[config.mk]
export PLATFORM = sky130hd
export DESIGN_NAME = decimal_seven_segment_encoder
export DESIGN_NICKNAME = d
export VERILOG_FILES = /design/src/rtl/core/dsse_pkg.sv /design/src/rtl/core/dsse_front.sv /design/src/rtl/core/dsse_queue.sv /design/src/rtl/core/dsse_back.sv /design/src/rtl/core/decimal_seven_segment_encoder.sv
export VERILOG_INCLUDE_DIRS = /design/src /design/src/rtl/core
export SDC_FILE = /design/constraint.sdc
export NUM_CORES = 1
export LEC_CHECK = 0
export ABC_CLOCK_PERIOD_IN_PS = 11800
export BUFFER_PORTS_ARGS = -buffer_cell sky130_fd_sc_hd__buf_4
export CAP_MARGIN = 20
export CORE_UTILIZATION = 32
export DETAILED_ROUTE_END_ITERATION = 16
export SETUP_SLACK_MARGIN = 0.02
export SLEW_MARGIN = 20
export SYNTH_ARGS = -nofsm -noshare
export SYNTH_HDL_FRONTEND = slang
export SYNTH_SLANG_ARGS = --single-unit
[constraint.sdc]
create_clock -name clk -period 11.8 [get_ports clk]
set_input_delay 0.59 -clock clk [delete_from_list [all_inputs] [get_ports clk]]
set_output_delay 0.59 -clock clk [all_outputs]
set_load 0.05 [all_outputs]
[src/rtl/core/assert_macros.svh]
// Assertion macros used by the back end of the seven-segment encoder.
`ifndef ASSERT_MACROS_SVH
`define ASSERT_MACROS_SVH

// Check a property on every rising clock edge outside reset.
`define ASSERT_CLK(lbl, clk, rst, prop, msg) \
  lbl: assert property (@(posedge clk) disable iff (rst) (prop)) else $error(msg);

// Check that a condition implies another one in the following cycle.
`define ASSERT_NEXT(lbl, clk, rst, cond, nxt, msg) \
  lbl: assert property (@(posedge clk) disable iff (rst) (cond) |=> (nxt)) else $error(msg);

`endif

[src/rtl/core/dsse_pkg.sv]
// Types, constants and the segment table of the seven-segment encoder.
`timescale 1ns / 1ps

package dsse_pkg;

  // Input range and display layout
  localparam logic [13:0] ValueMax  = 14'd9999;
  localparam logic [13:0] ModeSplit = 14'd1000;
  localparam logic [7:0]  PointBit  = 8'h02;

  // Reciprocals for division by constants: floor(x * R >> S)
  localparam logic [12:0] Recip100 = 13'd5243;  // exact for x < 43699, shift 19
  localparam int          Shift100 = 19;
  localparam logic [7:0]  Recip10  = 8'd205;    // exact for x < 1029, shift 11
  localparam int          Shift10  = 11;

  // Digit queue
  localparam int QueueDepth = 4;
  localparam int PtrW       = $clog2(QueueDepth);
  localparam int CountW     = $clog2(QueueDepth + 1);

  // Digit positions
  localparam logic [1:0] PosFirst = 2'd0;
  localparam logic [1:0] PosLast  = 2'd2;

  // Three segment bytes, index 0 is the leftmost digit
  typedef logic [2:0][7:0] dsse_entry_t;

  // One queue port: an entry and its valid flag
  typedef struct packed {
    logic        valid;
    dsse_entry_t entry;
  } dsse_link_t;

  // Segment pattern of one decimal digit, digits above nine show as nine
  function automatic logic [7:0] seg_of(input logic [3:0] digit);
    logic [7:0] pat;
    case (digit)
      4'd0:    pat = 8'b11110101;
      4'd1:    pat = 8'b00010100;
      4'd2:    pat = 8'b11011001;
      4'd3:    pat = 8'b01011101;
      4'd4:    pat = 8'b00111100;
      4'd5:    pat = 8'b01101101;
      4'd6:    pat = 8'b11101101;
      4'd7:    pat = 8'b01010100;
      4'd8:    pat = 8'b11111101;
      default: pat = 8'b01111101;
    endcase
    return pat;
  endfunction

endpackage

[src/rtl/core/dsse_front.sv]
// Front pipeline: saturates the value, splits it into digits and forms segment bytes.
`timescale 1ns / 1ps

module dsse_front (
  input  logic                clk,
  input  logic                rst,
  input  logic                in_valid,
  output logic                in_ready,
  input  logic [13:0]         value,
  input  logic                queue_full,
  output dsse_pkg::dsse_link_t push
);

  logic [13:0] v_sat;
  logic [26:0] prod100;
  logic        s1_valid, s2_valid, s3_valid;
  logic [13:0] s1_v;
  logic [6:0]  s1_whole;
  logic        s1_mode, s2_mode, s3_mode;
  logic [6:0]  s2_whole, s2_frac, s3_whole, s3_frac;
  logic [6:0]  frac_calc;
  logic [14:0] prod_w, prod_f;
  logic [3:0]  s3_tens_w, s3_tens_f;
  logic [3:0]  ones_w, ones_f;
  logic [6:0]  tens_w_x10, tens_f_x10;
  logic [3:0]  d0, d1, d2;
  logic        advance;

  // Whole pipeline moves when its last stage is empty or the queue has room
  assign advance  = !s3_valid || !queue_full;
  assign in_ready = advance;

  // Stage one: saturate and divide by one hundred
  assign v_sat   = (value > dsse_pkg::ValueMax) ? dsse_pkg::ValueMax : value;
  assign prod100 = 27'(v_sat) * 27'(dsse_pkg::Recip100);

  // Stage two: remainder by one hundred, whole * 100 as shifts
  assign frac_calc = 7'(s1_v - ({7'd0, s1_whole} << 6) - ({7'd0, s1_whole} << 5)
                        - ({7'd0, s1_whole} << 2));

  // Stage three input: tens of whole and fraction
  assign prod_w = 15'(s2_whole) * 15'(dsse_pkg::Recip10);
  assign prod_f = 15'(s2_frac) * 15'(dsse_pkg::Recip10);

  // Valid flags
  always_ff @(posedge clk) begin
    if (rst) begin
      s1_valid <= 1'b0;
      s2_valid <= 1'b0;
      s3_valid <= 1'b0;
    end else if (advance) begin
      s1_valid <= in_valid;
      s2_valid <= s1_valid;
      s3_valid <= s2_valid;
    end
  end

  // Payload stages
  always_ff @(posedge clk) begin
    if (advance) begin
      s1_v      <= v_sat;
      s1_whole  <= prod100[dsse_pkg::Shift100 +: 7];
      s1_mode   <= (v_sat >= dsse_pkg::ModeSplit);
      s2_whole  <= s1_whole;
      s2_frac   <= frac_calc;
      s2_mode   <= s1_mode;
      s3_whole  <= s2_whole;
      s3_frac   <= s2_frac;
      s3_mode   <= s2_mode;
      s3_tens_w <= prod_w[dsse_pkg::Shift10 +: 4];
      s3_tens_f <= prod_f[dsse_pkg::Shift10 +: 4];
    end
  end

  // Ones digits and layout selection
  assign tens_w_x10 = ({3'd0, s3_tens_w} << 3) + ({3'd0, s3_tens_w} << 1);
  assign tens_f_x10 = ({3'd0, s3_tens_f} << 3) + ({3'd0, s3_tens_f} << 1);
  assign ones_w     = 4'(s3_whole - tens_w_x10);
  assign ones_f     = 4'(s3_frac - tens_f_x10);

  always_comb begin
    if (s3_mode) begin
      d0 = s3_tens_w;
      d1 = ones_w;
      d2 = s3_tens_f;
    end else begin
      d0 = ones_w;
      d1 = s3_tens_f;
      d2 = ones_f;
    end
  end

  // Segment bytes with the decimal point on the first or second digit
  always_comb begin
    push.valid    = s3_valid && !queue_full;
    push.entry[0] = dsse_pkg::seg_of(d0) | (s3_mode ? 8'h00 : dsse_pkg::PointBit);
    push.entry[1] = dsse_pkg::seg_of(d1) | (s3_mode ? dsse_pkg::PointBit : 8'h00);
    push.entry[2] = dsse_pkg::seg_of(d2);
  end

endmodule

[src/rtl/core/dsse_queue.sv]
// Short register queue of segment-byte entries between front and back.
`timescale 1ns / 1ps

module dsse_queue (
  input  logic                 clk,
  input  logic                 rst,
  input  dsse_pkg::dsse_link_t push,
  output logic                 full,
  input  logic                 pop,
  output dsse_pkg::dsse_link_t head
);

  dsse_pkg::dsse_entry_t mem [dsse_pkg::QueueDepth];
  logic [dsse_pkg::PtrW-1:0]   wr_ptr, rd_ptr;
  logic [dsse_pkg::CountW-1:0] count;
  logic                        do_pop;

  assign full       = (count == dsse_pkg::CountW'(dsse_pkg::QueueDepth));
  assign head.valid = (count != '0);
  assign head.entry = mem[rd_ptr];
  assign do_pop     = pop && head.valid;

  // Pointers and fill count
  always_ff @(posedge clk) begin
    if (rst) begin
      wr_ptr <= '0;
      rd_ptr <= '0;
      count  <= '0;
    end else begin
      if (push.valid) wr_ptr <= wr_ptr + 1'b1;
      if (do_pop) rd_ptr <= rd_ptr + 1'b1;
      count <= count + dsse_pkg::CountW'(push.valid) - dsse_pkg::CountW'(do_pop);
    end
  end

  // Entry storage
  always_ff @(posedge clk) begin
    if (push.valid) begin
      mem[wr_ptr] <= push.entry;
    end
  end

endmodule

[src/rtl/core/dsse_back.sv]
// Back end: sends the three digits of each queued entry, one per cycle while out_ready is high.
`timescale 1ns / 1ps

`include "assert_macros.svh"

module dsse_back (
  input  logic                 clk,
  input  logic                 rst,
  input  dsse_pkg::dsse_link_t head,
  output logic                 pop,
  output logic                 out_valid,
  input  logic                 out_ready,
  output logic [1:0]           position,
  output logic [7:0]           pattern,
  output logic                 last
);

  dsse_pkg::dsse_entry_t pats;
  logic                  take;
  logic                  more;

  assign take = !out_valid || out_ready;
  assign more = out_valid && (position != dsse_pkg::PosLast);
  assign pop  = take && !more && head.valid;

  // Output register: step through the digits, then load the next entry
  always_ff @(posedge clk) begin
    if (rst) begin
      out_valid <= 1'b0;
      position  <= dsse_pkg::PosFirst;
    end else if (take) begin
      if (more) begin
        position <= position + 1'b1;
      end else if (head.valid) begin
        out_valid <= 1'b1;
        position  <= dsse_pkg::PosFirst;
      end else begin
        out_valid <= 1'b0;
      end
    end
  end

  always_ff @(posedge clk) begin
    if (pop) begin
      pats <= head.entry;
    end
  end

  assign pattern = pats[position];
  assign last    = (position == dsse_pkg::PosLast);

  // Checks
  `ASSERT_CLK(a_pos_range, clk, rst, position != 2'd3, "digit position out of range")
  `ASSERT_NEXT(a_stall_hold, clk, rst, out_valid && !out_ready,
               out_valid && position == $past(position), "stalled digit changed")
  `ASSERT_NEXT(a_step, clk, rst, out_valid && out_ready && !last,
               out_valid && position == $past(position) + 2'd1, "digit skipped")

endmodule

[src/rtl/core/decimal_seven_segment_encoder.sv]
// Top level of the decimal seven-segment encoder.
// Usage:
//   Slave stream s_*: one item per displayed value, s_tdata[13:0] holds the
//   value in hundredths; values above 9999 show as 99.9.
//   Master stream m_*: three items per value, leftmost digit first. Each
//   carries the digit position and its segment byte (bit 1 decimal point);
//   m_tlast marks the third digit.
//   A value passes the three front stages, the queue and then the output
//   register before its first digit shows on m_*.
//   The back end sends one digit per cycle while m_tready is high, which
//   sets the value rate; the front takes one value per cycle until its
//   four-entry queue fills.
//   Reset (rst, synchronous) empties the pipeline, queue and output register.
//   When m_tready is low the current digit holds; the queue and then the
//   front pipeline fill, and s_tready drops once the queue is full and the
//   last front stage holds a value.
`timescale 1ns / 1ps

module decimal_seven_segment_encoder (
  input  logic        clk,
  input  logic        rst,
  input  logic        s_tvalid,
  output logic        s_tready,
  input  logic [15:0] s_tdata,   // [13:0] value_hundredths, [15:14] zero
  output logic        m_tvalid,
  input  logic        m_tready,
  output logic [15:0] m_tdata,   // [1:0] digit_position, [9:2] segment_pattern, [15:10] zero
  output logic        m_tlast
);

  dsse_pkg::dsse_link_t push, head;
  logic                 queue_full;
  logic                 pop;
  logic [1:0]           position;
  logic [7:0]           pattern;

  dsse_front u_front (
    .clk        (clk),
    .rst        (rst),
    .in_valid   (s_tvalid),
    .in_ready   (s_tready),
    .value      (s_tdata[13:0]),
    .queue_full (queue_full),
    .push       (push)
  );

  dsse_queue u_queue (
    .clk  (clk),
    .rst  (rst),
    .push (push),
    .full (queue_full),
    .pop  (pop),
    .head (head)
  );

  dsse_back u_back (
    .clk       (clk),
    .rst       (rst),
    .head      (head),
    .pop       (pop),
    .out_valid (m_tvalid),
    .out_ready (m_tready),
    .position  (position),
    .pattern   (pattern),
    .last      (m_tlast)
  );

  assign m_tdata = {6'd0, pattern, position};

endmodule

# Word level (Yosys, flattened, before mapping)
# Memory sizes are Yosys's and may differ from the RTL's. A register that Yosys moved wholly into a read port is not among the register bits.
# Cells that the tools add are included.
[word_totals]
reg_bits = 60
latchBits = 0
mem_bits_rw = 96
romBits = 336
word_cells = 75
mem_count = 4
[mem_list]
columns = ["name", "words", "width", "read_ports", "rd_ports_with_merged_regs", "write_ports", "line_no", "source"]
rows = [
  ["(name not given)", 16, 7, 1, 0, 0, "dsse_pkg.sv:38", "case (digit)"],
  ["(name not given)", 16, 7, 1, 0, 0, "dsse_pkg.sv:38", ""],
  ["(name not given)", 16, 7, 1, 0, 0, "dsse_pkg.sv:38", ""],
  ["u_queue.mem", 4, 24, 1, 1, 1, "dsse_queue.sv:13", "dsse_pkg::dsse_entry_t mem [dsse_pkg::QueueDepth];"],
]
[op_classes]
n_addsub = 12
n_mul = 3
n_div = 0
order_cmp = 3
n_eq_ne = 3
shift = 0
n_mux = 13
n_bitwise = 3
reduce_logical = 15
[op_table]
columns = ["op", "n"]
rows = [
  ["$mul 7x8->15 const B", 2],
  ["$mul 14x13->26 const B", 1],
  ["$sub 7x7->7", 3],
  ["$bmux 8 s2", 1],
  ["$or 8x8->8", 2],
  ["$ge 14x10->1 const B", 1],
  ["$gt 14x14->1 const B", 1],
  ["$mux 14", 1],
  ["$mux 4", 3],
  ["$add 4x4->4", 2],
  ["$mux 2", 4],
  ["$mux 8", 1],
  ["$sub 4x4->4", 2],
  ["$add 2x1->2 const B", 3],
  ["$logic_and 1x1->1", 5],
  ["$logic_not 1->1", 4],
  ["$reduce_and 2->1", 2],
  ["$add 3x1->3", 1],
  ["$eq 3x3->1 const B", 1],
  ["$lt 2x3->1 const B", 1],
  ["$mux 1", 3],
  ["$reduce_bool 3->1", 1],
  ["$sub 3x1->3", 1],
  ["$eq 2x2->1 const B", 1],
  ["other kinds (4)", 5],
]

# Longest topological paths before layout
# Gate-level depths: netlist (run 1).
[depth]
depth_word = 7
depth_mapped = 25
mapped_depth_nobuf = 24

# Modules after synthesis
# A second synthesis (run 1) with hierarchy kept.
[unflattened]
hier_cells = 1033
area_unflattened_um2 = 13003.7
[modules_own_cells]
columns = ["mod", "n_inst", "cells_per_inst", "area_per_inst_um2", "seq_area_each_um2"]
rows = [
  ["dsse_front", 1, 781, 7907.6, 1471.4],
  ["dsse_queue", 1, 172, 3980.1, 3062.9],
  ["dsse_back", 1, 73, 1067.3, 780.7],
  ["decimal_seven_segment_encoder", 1, 7, 48.8, 0.0],
]

# Least setup slack after synthesis (run 1)
# OpenSTA, ideal clock, no wires.
[synth_path]
path_type = "input-to-reg"
startpoint = "in s_tdata[8]"
endpoint = "reg u_front.s1_whole[5] (data pin)"
setup_time_ns = 0.269
arrival_time_ns = 5.768
t_required_ns = 11.531
slack_ns = 5.763
stages = 23
n_path_buf = 1
path_cell_list = "clkbuf_1 > nand3_1 > nor2_1 > nor3_1 > nor2_1 > nor2_1 > inv_1 > fa_1 > ha_1 > inv_1 > fa_1 > inv_1 > fa_1 > inv_1 > fa_1 > inv_1 > ha_1 > a41o_1 > a21oi_1 > o21ai_0 > a221oi_1 > o31ai_1 > xor2_1"
[synth_between]
elab_chain_cells = 3
[synth_rtl]
columns = ["item", "line_no", "source"]
rows = [
  ["start: declaration", "decimal_seven_segment_encoder.sv:24", "input logic [15:0] s_tdata,"],
  ["$gt 14x14->1", "dsse_front.sv:34", "assign v_sat = (value > dsse_pkg::ValueMax) ? dsse_pkg::ValueMax : value;"],
  ["$mux 14 *", "dsse_front.sv:34", ""],
  ["$mul 14x13->26 *", "dsse_front.sv:35", "assign prod100 = 27'(v_sat) * 27'(dsse_pkg::Recip100);"],
  ["net u_front.prod100[24]", "dsse_front.sv:15", "logic [26:0] prod100;"],
  ["end signal: assignment", "dsse_front.sv:62", "s1_whole <= prod100[dsse_pkg::Shift100 +: 7];"],
  ["end: declaration", "dsse_front.sv:18", "logic [6:0] s1_whole;"],
]
# The timed path passes the listed nets; every way through them passes the cells marked *.
# A chain may end at the register's enable or synchronous reset.

# Worst setup path in the final report (run 1)
[layout_path]
startpoint = "in s_tdata[9]"
endpoint = "reg u_front.s1_whole[5] (data pin)"
# The elaborated chain is that of the path after synthesis.

==> results.ini, run 1 <==
[outcome]
outcome=completed

[clock_network]
cts_resized=0
ctsHoldBuffers=0
cts.sinks=175
cts-root-buf=clkbuf_16
cts_setup_buffers=0
cts_htree_levels=4
clockBufferDepth=2
clk_latency_ns=0.43
cts_tree=done
numCtsBuffers=17
clk_transition_reported_paths_ns=0.07

[worst_setup_path]
crit_path_end=u_front.s1_whole[5]$_DFFE_PP_
rr_startpoint=u_front.s2_whole[4]$_DFFE_PP_
reg2reg_depth=13
cp_max_fo=11
crit_path_start_kind=input pin
critPathCaptureType=register
arrival_ns=6.58
path_class=in -> reg
rrSetupSlack_ns=7.86
r2r-end=u_front.s3_tens_w[3]$_DFFE_PP_
crit_start=s_tdata[9]
cp.required_ns=11.98

[placed_design]
place.gp.congestion=0.804
dp_hpwl_mm=16.7
io_buffers=30
place_area_um2=13400
dp_slack_ns=4.91

[logic_synthesis]
synth_area_um2=12600
ys_seq_area_share_pct=40.8
synth_top_area_share_pct=38.7
yosys-top-cells-count=203 x ha_1, 173 x inv_1, 162 x edfxtp_1
ys_warn_count=0
netlist_instances=1025
synth_top_area_cell=edfxtp_1
synth.distinct_cells=54
async_flop_share_pct=0
ys_ff_latch=175
synth.most_common_cell=ha_1
yosys-top-cells-area=edfxtp_1 39%, ha_1 20%, fa_1 11%
synth_ff_type=edfxtp_1
synth_edf_count=162
syn_avg_cell_area_um2=12.3

[grt]
overflow=0
antenna_found_initial=0
grt_use_total_pct=11.5
grt_pass1_vias=7471
grt_pass1_wl_mm=36.9
grt_max_degree=49

[detailed_routing]
wl_per_cell_um=13.7
drt_iter0_markers=277
vias_per_cell=4.53
ant_nets=0
route.detailed.drc=0
wl_mm=21.8
drt_first_pass_iters=4
num_vias=7213

[floorplan]
dieArea_um2=40100
core-area_um2=38700
start_util_pct=32.5
die_h_um=200
ios=39
die_width_um=200
rows=72

[sta]
finClkSkew_ns=0.0107
slew_headroom_pct=47.6
slew_viol_final=0
finalSetupViolations=0
holdWs_ns=0.395
final-hold-violation-count=0
period_minus_slack_ns=6.40
fmax_ghz=0.156
finalSetupTns_ns=0
final.setup.worst_slack_ns=5.40
rsz0062_at_grt=false
worstMarginPinSlew_ns=0.786
fin_crit_sh_pct=54.2

[finish]
area_growth_pct=11.4
nets=1354
final_area_um2=14000
antenna-diode-count=0
drive_gt1_share_pct=9.69

[min_path]
hp-class=in -> reg

[job]
maxCapViolCount=0

-- per-layer routing --
metal  vias to the layer above  global-route usage (%)  share of wire [%]
met5                         -                       0                  0
met4                         0                    2.77                1.2
met3                        20                    1.95                2.5
met2                        92                    20.7                 51
met1                      3512                    14.2                 45
li1                       3589                       -                  -
-- kinds of logic after synthesis --
family | Yosys count | synth area share, %
mux | 46 | 6.00
simple gates | 172 | 6.37
compound gates | 102 | 5.25
xor+xnor | 54 | 3.76
fa+ha+maj | 274 | 31.5
flops | 175 | 40.8
other cells | 1 | 0.0298
buf+inv | 201 | 6.31
-- registers in the layout (all words and copies together) (netlist names), 3 cells and up --
signal	count
u_front.s1_v	7
u_queue.count	3
u_front.s3_whole	4
u_front.s3_tens_f	4
u_front.s3_tens_w	4
u_front.s1_whole	7
u_front.s3_frac	4
u_queue.mem	92
u_back.pats	23
u_front.s2_frac	7
u_front.s2_whole	7
-- cells in the final DEF (no fill, tap or decap), drive strengths merged, types with 4 or more instances in the layout --
master	netlist	routed
conb	1	6
edfxtp	162	162
nand2b	10	10
inv	173	179
dfxtp	13	13
nand3	8	8
buf	13	39
a211oi	4	4
o21a	5	5
a22oi	4	4
clkbuf	15	22
mux4	23	23
nand2	60	60
nor2	48	48
and2	11	11
mux2	5	5
clkinv	0	4
and3	12	12
fa	71	71
o21ai	29	29
xnor2	41	41
ha	203	203
a21o	11	11
a21oi	26	26
nor3	4	4
mux2i	18	18
xor2	13	13
nand4	8	8
-- worst min path at each step --
stage / startpoint / end / slack [ns] / cells after the start
global placement: u_front.s1_v[0]$_DFFE_PP_ / u_front.s2_frac[0]$_DFFE_PP_ / 0.40 / 0
CTS: s_tvalid / u_front.s1_valid$_SDFFE_PP0P_ / 0.39 / 3
floorplan: u_front.s1_v[0]$_DFFE_PP_ / u_front.s2_frac[0]$_DFFE_PP_ / 0.40 / 0
finish: s_tvalid / u_front.s1_valid$_SDFFE_PP0P_ / 0.40 / 3
detailed placement: u_front.s1_v[0]$_DFFE_PP_ / u_front.s2_frac[0]$_DFFE_PP_ / 0.41 / 0
global route: rst / u_queue.count[1]$_SDFF_PP0_ / 0.42 / 2
-- critical path, stage by stage --
cell,delay [ns]
buf_4,0.16
nand3_1,0.09
nor2_1,0.24
nor3_1,0.08
nor2_1,0.54
nor2_1,0.17
inv_1,0.26
ha_1,0.32
fa_1,0.52
fa_1,0.52
inv_1,0.05
fa_1,0.46
fa_1,0.55
inv_1,0.04
ha_1,0.32
a211oi_1,0.31
a21oi_1,0.11
and3_1,0.21
a221oi_1,0.71
o31ai_1,0.15
xor2_1,0.17
-- area by class of cell --
type / count / area (um2)
clock buffers: 22 / 529
clock inverters: 10 / 83.8
fillers: 3802 / 24700
inverters: 173 / 649
multi-input cells: 654 / 6680
flip-flops and latches: 175 / 5120
well taps: 518 / 648
repair buffers: 39 / 293
-- per-stage QoR --
stage,util [%],cells
2_1_floorplan,-,1030
3_3_place_gp,34.6,1559
3_5_place_dp,34.6,1559
4_1_cts,36.2,1591
5_1_grt,36.2,1591
6_report,36.2,1591
Power of run 1 is not shown: default switching activity piles up to over one toggle a cycle in this logic, so the estimate is an artifact.
==> run 2, diff against run 1 <==
--- a/config.mk
+++ b/config.mk
@@ -6,7 +6,8 @@
 export SDC_FILE = /design/constraint.sdc
 export NUM_CORES = 1
 export LEC_CHECK = 0
-export ABC_CLOCK_PERIOD_IN_PS = 11800
+export ABC_AREA = 1
+export ABC_CLOCK_PERIOD_IN_PS = 5200
 export BUFFER_PORTS_ARGS = -buffer_cell sky130_fd_sc_hd__buf_4
 export CAP_MARGIN = 20
 export CORE_UTILIZATION = 32
==> constraint.sdc (replaced) <==
create_clock -name clk -period 5.2 [get_ports clk]
set_input_delay 0.26 -clock clk [delete_from_list [all_inputs] [get_ports clk]]
set_output_delay 0.26 -clock clk [all_outputs]
set_load 0.05 [all_outputs]
==> results.ini, run 2 <==
[outcome]
outcome=completed

[worst_setup_path]
cp.required_ns=5.40  ; -6.58 ns
critPathMaxStageDelay_ns=0.53  ; -0.18 ns
rr_startpoint=u_front.s2_frac[4]$_DFFE_PP_
cp_max_fo=5  ; -6
slowest_stage=fa_1
path_class=in -> reg
cpMostUsedCell=inv_1
arrival_ns=4.85  ; -1.73 ns
crit_path_start_kind=input pin
critPathCaptureType=register
crit_start=s_tdata[7]

[logic_synthesis]
synth_top_area_share_pct=36.5  ; -2.2 points
netlist_instances=1374  ; +34%
synth_ff_type=edfxtp_1
ys_seq_area_share_pct=38.4  ; -2.3 points
synth_edf_count=162  ; unchanged
synth.most_common_cell=inv_1
yosys-top-cells-count=247 x inv_1, 203 x ha_1, 181 x nand2_1
synth_top_area_cell=edfxtp_1
async_flop_share_pct=0  ; unchanged
yosys-top-cells-area=edfxtp_1 36%, ha_1 19%, fa_1 11%
synth.distinct_cells=39  ; -28%
ys_warn_count=0  ; unchanged
ys_ff_latch=175  ; unchanged
syn_avg_cell_area_um2=9.70  ; -21%
synth_area_um2=13300  ; +6.0%

[floorplan]
die_width_um=206  ; +2.9%
core-area_um2=40900  ; +5.6%
start_util_pct=32.6  ; +0.12 points
dieArea_um2=42500  ; +6.0%
die_h_um=206  ; +2.9%
ios=39  ; unchanged
rows=74  ; +2.8%

[placed_design]
io_buffers=30  ; unchanged
dp_hpwl_mm=20.3  ; +21%
place.gp.congestion=0.863  ; +7.3%

[finish]
reg_top3=u_queue.mem x92, u_back.pats x23
final.fill_count=4096  ; +7.7%
largest_reg_flops=92  ; unchanged
regMostFlops=u_queue.mem
area_growth_pct=12.2
drive_gt1_share_pct=8.68  ; -1.0 points
antenna-diode-count=0  ; unchanged
nets=1721  ; +27%
final_cell_mix=247 x inv_1, 203 x ha_1, 181 x nand2_1
final_common_cell=inv_1

[sta]
finalSetupTns_ns=0  ; unchanged
final-hold-violation-count=0  ; unchanged
finClkSkew_ns=0.0188  ; +0.00819 ns
finalSetupViolations=0  ; unchanged
fin_crit_sh_pct=89.5
slew_viol_final=0  ; unchanged
period_minus_slack_ns=4.65
worstMarginPinSlew_ns=1.01  ; +0.222 ns
fmax_ghz=0.215
rsz0062_at_grt=false
slew_headroom_pct=32.7  ; -15 points

[detailed_routing]
wl_per_cell_um=13.0  ; -5.0%
drt_iter0_markers=482  ; +74%
route.detailed.drc=0  ; unchanged
drt_first_pass_iters=5  ; +1
ant_nets=0  ; unchanged
vias_per_cell=4.59  ; +1.1%
num_vias=9042  ; +25%
wl_mm=25.7  ; +18%

[clock_network]
cts_resized=0  ; unchanged
clk_latency_ns=0.44  ; about the same
clk_transition_reported_paths_ns=0.07  ; about the same
cts_htree_levels=4  ; unchanged
cts_tree=done
cts-root-buf=clkbuf_16
numCtsBuffers=17  ; unchanged
clockBufferDepth=2  ; unchanged
cts.sinks=175  ; unchanged
cts_setup_buffers=0  ; unchanged
ctsHoldBuffers=0  ; unchanged

[min_path]
worstHoldStart=rst
hp-class=in -> reg

[grt]
grt_pass1_vias=8955  ; +20%
overflow=0  ; unchanged
antenna_found_initial=0  ; unchanged
grt_max_degree=50  ; +2.0%
grt_pass1_wl_mm=43.0  ; +16%
grt_use_total_pct=12.7  ; +1.2 points

[job]
maxCapViolCount=0  ; unchanged

==> run 2: cell count changes after synthesis, sizes merged, moves of 25 or more <==
cell / before / now
nor2: 48 / 130
nand2: 60 / 191
inv: 173 / 251
o21ai: 29 / 95
xnor2: 41 / 9
o22ai: 1 / 26
nand3: 8 / 45
==> run 2: through the flow <==
| stage | worst slack, ns | instance area (um2) | instances | hold WS (ns) | util, % |
|---|---|---|---|---|---|
| final | 0.545 | 15000 | 1972 | 0.0871 | 36.5 |
| after global routing | 0.181 | 15000 | 1972 | 0.0809 | 36.5 |
| after CTS | 0.522 | 15000 | 1972 | 0.0750 | 36.5 |
| after detailed placement | 0.0718 | 14300 | 1940 | 0.406 | 35.0 |
| after global placement | 0.136 | 14300 | 1940 | 0.402 | 35.0 |
| after floorplan | 0.346 | 13300 | 1379 | 0.338 | - |
==> run 2: final timing paths <==
| check | depth (start not counted) | slack (ns) | end |
|---|---|---|---|
| hold reg to reg | 0 | 0.42 | u_front.s3_mode$_DFFE_PP_ |
| setup / recovery | 26 | 0.55 | u_front.s1_whole[2]$_DFFE_PP_ |
| setup reg to reg | 14 | 1.67 | u_front.s3_tens_f[2]$_DFFE_PP_ |
| hold / removal | 2 | 0.09 | u_queue.count[1]$_SDFF_PP0_ |
==> run 2: cell type report <==
cell class,instances,area (um2),area share (%)
clock buffer,17,425,2.84
clock inverter,15,214,1.43
inverter,253,950,6.35
multi-input combinational,925,7160,47.9
sequential,175,5120,34.3
tap,532,666,4.45
timing repair buffer,55,413,2.76
==> run 2: metal layers <==
layer	GRT usage (%)	share of wire (%)	wire length [um]	up-vias
met5	0	0	0	-
met4	2.94	0.77	199	0
met3	1.58	2.1	548	16
met2	23.7	51	13200	113
met1	15.4	46	11700	4241
li1	-	-	-	4672
==> run 2: logic make-up after synthesis <==
kind of cell | after synthesis | share of synthesized area, %
simple gates | 429 | 14.0
xor+xnor | 28 | 1.84
compound gates | 188 | 7.86
flops | 175 | 38.4
other cells | 1 | 0.0281
buf+inv | 279 | 8.09
fa+ha+maj | 274 | 29.7
==> run 2: critical path: cells and delay by family <==
kind                     cells  cell delay, ns
AND/OR/NAND/NOR              9            0.79
adder cells (fa/ha/maj)      6            2.60
AO/OA/AOI/OAI                3            0.62
buffers and inverters        8            0.59
Power of run 2 is left out for the same reason.
